==> src/rtl/hbs_ram.sv <==
// Generic simple dual-port RAM with one write port and one registered read port.
`timescale 1ns / 1ps
module hbs_ram #(
  parameter  int WIDTH = 8,
  parameter  int DEPTH = 16,
  localparam int AW    = (DEPTH > 1) ? $clog2(DEPTH) : 1
) (
  input  logic             clk,
  input  logic             we,
  input  logic [AW-1:0]    waddr,
  input  logic [WIDTH-1:0] wdata,
  input  logic             re,
  input  logic [AW-1:0]    raddr,
  output logic [WIDTH-1:0] rdata
);

  logic [WIDTH-1:0] mem [DEPTH];

  always_ff @(posedge clk) begin
    if (we) begin
      mem[waddr] <= wdata;
    end
    if (re) begin
      rdata <= mem[raddr];
    end
  end

endmodule

==> config.mk <==
export PLATFORM = sky130hd
export DESIGN_NAME = hbs_ram
export DESIGN_NICKNAME = d
export VERILOG_FILES = /design/src/rtl/hbs_ram.sv
export SDC_FILE = /design/constraint.sdc
export NUM_CORES = 1
export LEC_CHECK = 0
export ABC_CLOCK_PERIOD_IN_PS = 2300
export BUFFER_PORTS_ARGS = -buffer_cell sky130_fd_sc_hd__buf_2
export CAP_MARGIN = 20
export CORE_MARGIN = 3
export CORE_UTILIZATION = 53
export CTS_CLUSTER_DIAMETER = 60
export DETAILED_ROUTE_END_ITERATION = 10
export GPL_TIMING_DRIVEN = 0
export PLACE_DENSITY = 0.68
export SLEW_MARGIN = 20
export SYNTH_ARGS = -nofsm -noshare
export SYNTH_HDL_FRONTEND = slang
export SYNTH_SLANG_ARGS = --single-unit
==> constraint.sdc <==
create_clock -name clk -period 2.3 [get_ports clk]
set_input_delay 0.23 -clock clk [delete_from_list [all_inputs] [get_ports clk]]
set_output_delay 0.23 -clock clk [all_outputs]
set_load 0.01 [all_outputs]
==> results of run 1 <==
## cell usage in the layout, fill, tap and decap left out
cell and n:
a22oi_1 16, and2_1 1, and2b_1 1, buf_2 29, buf_4 1, buf_6 3
bufinv_16 3, clkbuf_1 1, clkbuf_16 16, clkbuf_8 1, clkdlybuf4s25_2 3, clkinv_1 3
clkinv_2 3, clkinv_4 3, clkinvlp_4 2, edfxtp_1 136, mux4_1 14, mux4_2 18
nand2_1 9, nand2b_1 2, nand3_1 1, nand3b_1 2, nor2_1 13, nor2b_1 1
nor3_1 1, nor3_2 3, or3b_2 1
## registers in the layout, indices dropped and copies added (netlist names)
name,flops
mem,128
rdata,8
## power by group
group          internal [µW]  switching, µW  leakage [µW]  total, µW
clock                   1630            946      0.000277       2580
combinational            108            154      0.000527        262
sequential              2790           11.1       0.00124       2800
total                   4540           1110       0.00204       5650
## per-stage QoR
step / hold slack, ns / setup slack (ns)
2_1_floorplan: 0.3289 / 0.5771
3_3_place_gp: 0.5846 / 0.06802
3_5_place_dp: 0.5853 / 0.3748
4_1_cts: 0.05085 / 0.7508
5_1_grt: 0.05717 / 0.7198
6_report: 0.06878 / 0.7873
## layer usage
layer	GRT usage (%)	up-vias	routed length, µm
li1	-	1074	-
met4	6.560	0	139
met3	5.021	11	656
met2	26.68	94	4495
met1	26.70	1192	3936
met5	0	-	0
## logic make-up (layout without fill, tap and decap cells)
kind of cell	count (synthesis)	in the layout	synth area share, %
muxes	32	32	14.79
AOI/OAI and AO/OA	16	16	2.298
and+or+nand+nor	35	35	3.136
buffers and inverters	10	68	1.651
DFF	136	136	78.12
## area by class of cell
cell class	count	area [µm²]	share of cell area, %
flip-flops and latches	136	4084	66.84
multi-input cells	83	1072	17.55
clock buffers	18	417.9	6.840
well taps	129	161.4	2.642
clock inverters	14	157.7	2.580
repair buffers	26	130.1	2.130
plain buffers	10	86.33	1.413
## worst max-delay path by stage
| stage | startpoint | to | slack [ns] | cells after the start |
|---|---|---|---|---|
| floorplan | waddr[2] | mem[0][0] | 0.58 | 2 |
| global placement | waddr[2] | mem[0][0] | 0.07 | 3 |
| detailed placement | waddr[2] | mem[2][0] | 0.37 | 3 |
| CTS | mem[6][7] | rdata[7] | 0.75 | 3 |
| global route | mem[7][7] | rdata[7] | 0.72 | 3 |
| finish | mem[6][7] | rdata[7] | 0.79 | 3 |
## worst register-to-register path, stage by stage, from the launching register on
cell      delay, ns
edfxtp_1       0.37
mux4_2         0.50
a22oi_1        0.27
nand2_1        0.11
==> results_dict.tcl, run 1 <==
set metrics [dict create \
    num_vias 2371 \
    start_util_pct 55.52 \
    critical-path-top-delay-family "multiplexers" \
    place_inst 384 \
    hold_buffers 0 \
    die_w_um 105.3 \
    synth_ff_type "edfxtp_1" \
    status "complete, no violations" \
    hold_depth 1 \
    relSlewSlack_pct 44.49 \
    antenna_cells 0 \
    area_growth_pct 16.87 \
    r2r_start "mem[6][7]" \
    syn_area_per_cell_um2 22.83 \
    worst_pin_slew_ns 0.8295 \
    gr-total-overflow 0 \
    place_congestion 0.7170 \
    drive_gt1_share_pct 29.97 \
    fmax_mhz 661.1 \
    peakVddDrop_mv 0.4635 \
    grt_first_pass_wirelength_mm 14.33 \
    wl_per_cell_um 22.18 \
    startpoint_type "flip-flop" \
    ys_seq_area_share_pct 78.12 \
    syn_nets 248 \
    drt-total-wl_mm 9.228 \
    ant_nets 0 \
    placement.cell_area_mm2 0.005534 \
    clock_skew_ns 0.003706 \
    htree_levels 4 \
    rsz0062_at_grt "no" \
    pwr_density_cell_mw_per_mm2 924.4 \
    leakagePower_uw 0.002040 \
    grt_usage_pct 18.25 \
    cts_tree "yes" \
    rows 35 \
    ys_warn_count 0 \
    post-dp-hpwl_mm 5.837 \
    cts.sinks 136 \
    antenna_found_initial 0 \
    min_from "re" \
    grt_max_degree 17 \
    crit_buf_inv 0 \
    ys_types 18 \
    final_util_pct 64.89 \
    maxSlewViolCount 0 \
    numCtsBuffers 17 \
    synth_top_area_share_pct 78.12 \
    netlist_area_mm2 0.005228 \
    fin_crit_ns 1.513 \
    required_ns 2.55 \
    coreArea_mm2 0.009415 \
    ys_ff_latch 136 \
    first_pass_iters 5 \
    crit_arrival_ns 1.76 \
    fin_area_mm2 0.006110 \
    syn_inst 229 \
    setup_viol 0 \
    crit_chain "mux4_2 -> a22oi_1 -> nand2_1" \
    dieArea_mm2 0.01109 \
    tns_ns 0 \
    fin_crit_sh_pct 65.77 \
    slowest_delay_ns 0.50 \
    yosysMostFrequentCell "edfxtp_1" \
    post-route-drc-count 0 \
    cp_slowest_cell "mux4_2" \
    r2r_slack_ns 0.79 \
    hold_viol 0 \
    ys_async_sr_fraction_pct 0 \
    synth_area_leader_cell "edfxtp_1" \
    worstSkewPairLatency_ns 0.50 \
    finish.net_count 293 \
    final_cells 416 \
    p_total_uw 5648 \
    cts.repair.resized 0 \
    reg2reg_to "rdata[7]" \
    pin_count 27 \
    reg2reg_depth 3 \
    holdPathEnd "rdata[7]" \
    io_buffers 25 \
    cts_setup_buffers 0 \
    path_class "reg2reg" \
    hp-class "in2reg" \
    cts_root_buf "clkbuf_8" \
    synth_edf_count 136 \
    synth_commonest_cells "edfxtp_1, mux4_2, a22oi_1" \
    viasPerCell 5.700 \
    clk_pin_slew_ns 0.06 \
    drv_cap 0 \
    first_iter_violations 200 \
    synth_area_leaders "edfxtp_1, mux4_2, mux4_1, a22oi_1, nor2_1" \
    n_fill_cell 625 \
    cp-end-kind "flip-flop" \
    clockBufferDepth 2 \
    grt_pass1_vias 2413 \
    die_h_um 105.3 \
    worstPathMaxFanout 1 \
]
Power figures use the tool's default switching activity.
==> run 2, diff against run 1 <==
Settings changed: ABC_CLOCK_PERIOD_IN_PS 2300 to 1470.
Clock period 2.3 ns to 1.47 ns, I/O delays scaled along.
==> results_dict.tcl, run 2 (synthesis gave the netlist of run 1 again) <==
set metrics [dict create \
    finish.net_count 293 \
    reg2reg_to "rdata[7]" \
    path_class "reg2reg" \
    multi_input_area_mm2 0.001095 \
    wl_per_cell_um 23.19 \
    final_cell_mix "edfxtp_1, buf_2, mux4_2" \
    cts_root_buf "clkbuf_8" \
    clock_skew_ns 0.007532 \
    largest_register "mem" \
    htree_levels 4 \
    io_buffers 25 \
    start_util_pct 55.52 \
    setup_slack_ns 0.02347 \
    grt_first_pass_wirelength_mm 14.66 \
    place_congestion 0.7486 \
    startpoint_type "flip-flop" \
    status "complete, no violations" \
    reg2reg_depth 3 \
    clockBufferDepth 2 \
    combPwrFrac_pct 4.9 \
    switching_share_pct 19.18 \
    num_vias 2450 \
    worstSkewPairLatency_ns 0.52 \
    worstPathMaxFanout 1 \
    clkPwrFrac_pct 46.4 \
    wl_met3_um 683 \
    cp-end-kind "flip-flop" \
    hp-class "in2reg" \
    antenna_found_initial 0 \
    viasPerCell 5.904 \
    fin_crit_sh_pct 98.40 \
    pin_count 27 \
    drv_cap 0 \
    crit_start "mem[3][7]" \
    post-route-drc-count 0 \
    leakagePower_uw 0.002018 \
    grt_usage_pct 18.81 \
    peakVddDrop_mv 0.8010 \
    post-dp-hpwl_mm 5.920 \
    r2r_start "mem[3][7]" \
    wl_met1_mm 4.034 \
    grt_max_degree 17 \
    fin_crit_ns 1.447 \
    die_h_um 105.3 \
    first_pass_iters 4 \
    setup_viol 0 \
    r2r_slack_ns 0.02 \
    grt_pass1_vias 2482 \
    routed-wl-met2_mm 4.746 \
    top_layer_used "met4" \
    clk_pin_slew_ns 0.06 \
    hold_viol 0 \
    numCtsBuffers 17 \
    largest_register_ffs 128 \
    ant_nets 0 \
    hold_depth 1 \
    maxSlewViolCount 0 \
    sequentialPowerShare_pct 48.8 \
    cts_tree "yes" \
    coreArea_mm2 0.009415 \
    first_iter_violations 257 \
    crit_end "rdata[7]" \
    gr-total-overflow 0 \
    p_sw_uw 1726 \
    rows 35 \
    worst_pin_slew_ns 0.8550 \
    fmax_mhz 691.3 \
    drt-total-wl_mm 9.624 \
    rsz0062_at_grt "yes" \
    tns_ns 0 \
    pwr_density_cell_mw_per_mm2 1465 \
    top_regs "mem: 128 flops, rdata: 8 flops" \
    register_area_mm2 0.004084 \
    p_int_uw 7274 \
    die_w_um 105.3 \
    crit_arrival_ns 1.71 \
    cts_setup_buffers 0 \
    dieArea_mm2 0.01109 \
    antenna_cells 0 \
    final_common_cell "edfxtp_1" \
    drive_gt1_share_pct 33.92 \
    relSlewSlack_pct 42.79 \
    dp_worst_setup_slack_ns -0.3688 \
    required_ns 1.73 \
    cts.sinks 136 \
    n_fill_cell 608 \
    area_growth_pct 17.52 \
]
## run 2: power by group through the flow
stage          registers (µW)  clock network [µW]  logic (µW)
3_5_place_dp             4470                   0         418
2_1_floorplan            4480                   0         221
3_3_place_gp             4460                   0         405
5_1_grt                  4400                4380         469
6_report                 4390                4170         437
4_1_cts                  4390                4230         432
## run 2: per-stage QoR
stage,power (µW),hold WS (ns),utilization [%],area [µm²],instances
after floorplan,4697,0.2459,-,5233,229
after detailed placement,4887,0.4961,58.78,5534,383
after global placement,4869,0.4833,58.62,5519,383
final,9000,0.02761,65.25,6143,415
after CTS,9049,0.001711,65.29,6147,415
after global routing,9250,0.02397,65.25,6143,415
## run 2: metal layers
metal | global-route usage, % | vias up
met5 | 0 | -
met4 | 8.060 | 0
met3 | 5.756 | 13
met2 | 28.37 | 105
met1 | 25.70 | 1266
li1 | - | 1066
## run 2: cell type report
cell class / instances / share of cell area [%]
buffer: 10 / 1.405
clock buffer: 21 / 6.986
clock inverter: 10 / 2.485
multi-input combinational: 83 / 17.82
sequential: 136 / 66.48
tap: 129 / 2.627
timing repair buffer: 26 / 2.200
## run 2: critical path: stages, from the launching register on
cell and delay, ns:
edfxtp_1 0.36, mux4_2 0.49, a22oi_2 0.25, nand2_1 0.09
## run 2: timing repair
action,CTS,global route
hold buffers,1,0
setup endpoints to repair,5,8
pin swaps,1,3
gates resized for setup,6,8
endpoints found under the hold margin,8,0
## run 2: worst min-delay path by stage
stage / from / to / slack, ns
floorplan: wdata[0] / mem[0][0] / 0.25
global placement: re / rdata[1] / 0.48
detailed placement: re / rdata[0] / 0.50
CTS: wdata[6] / mem[5][6] / 0.002
global route: wdata[6] / mem[5][6] / 0.02
finish: wdata[5] / mem[6][5] / 0.03
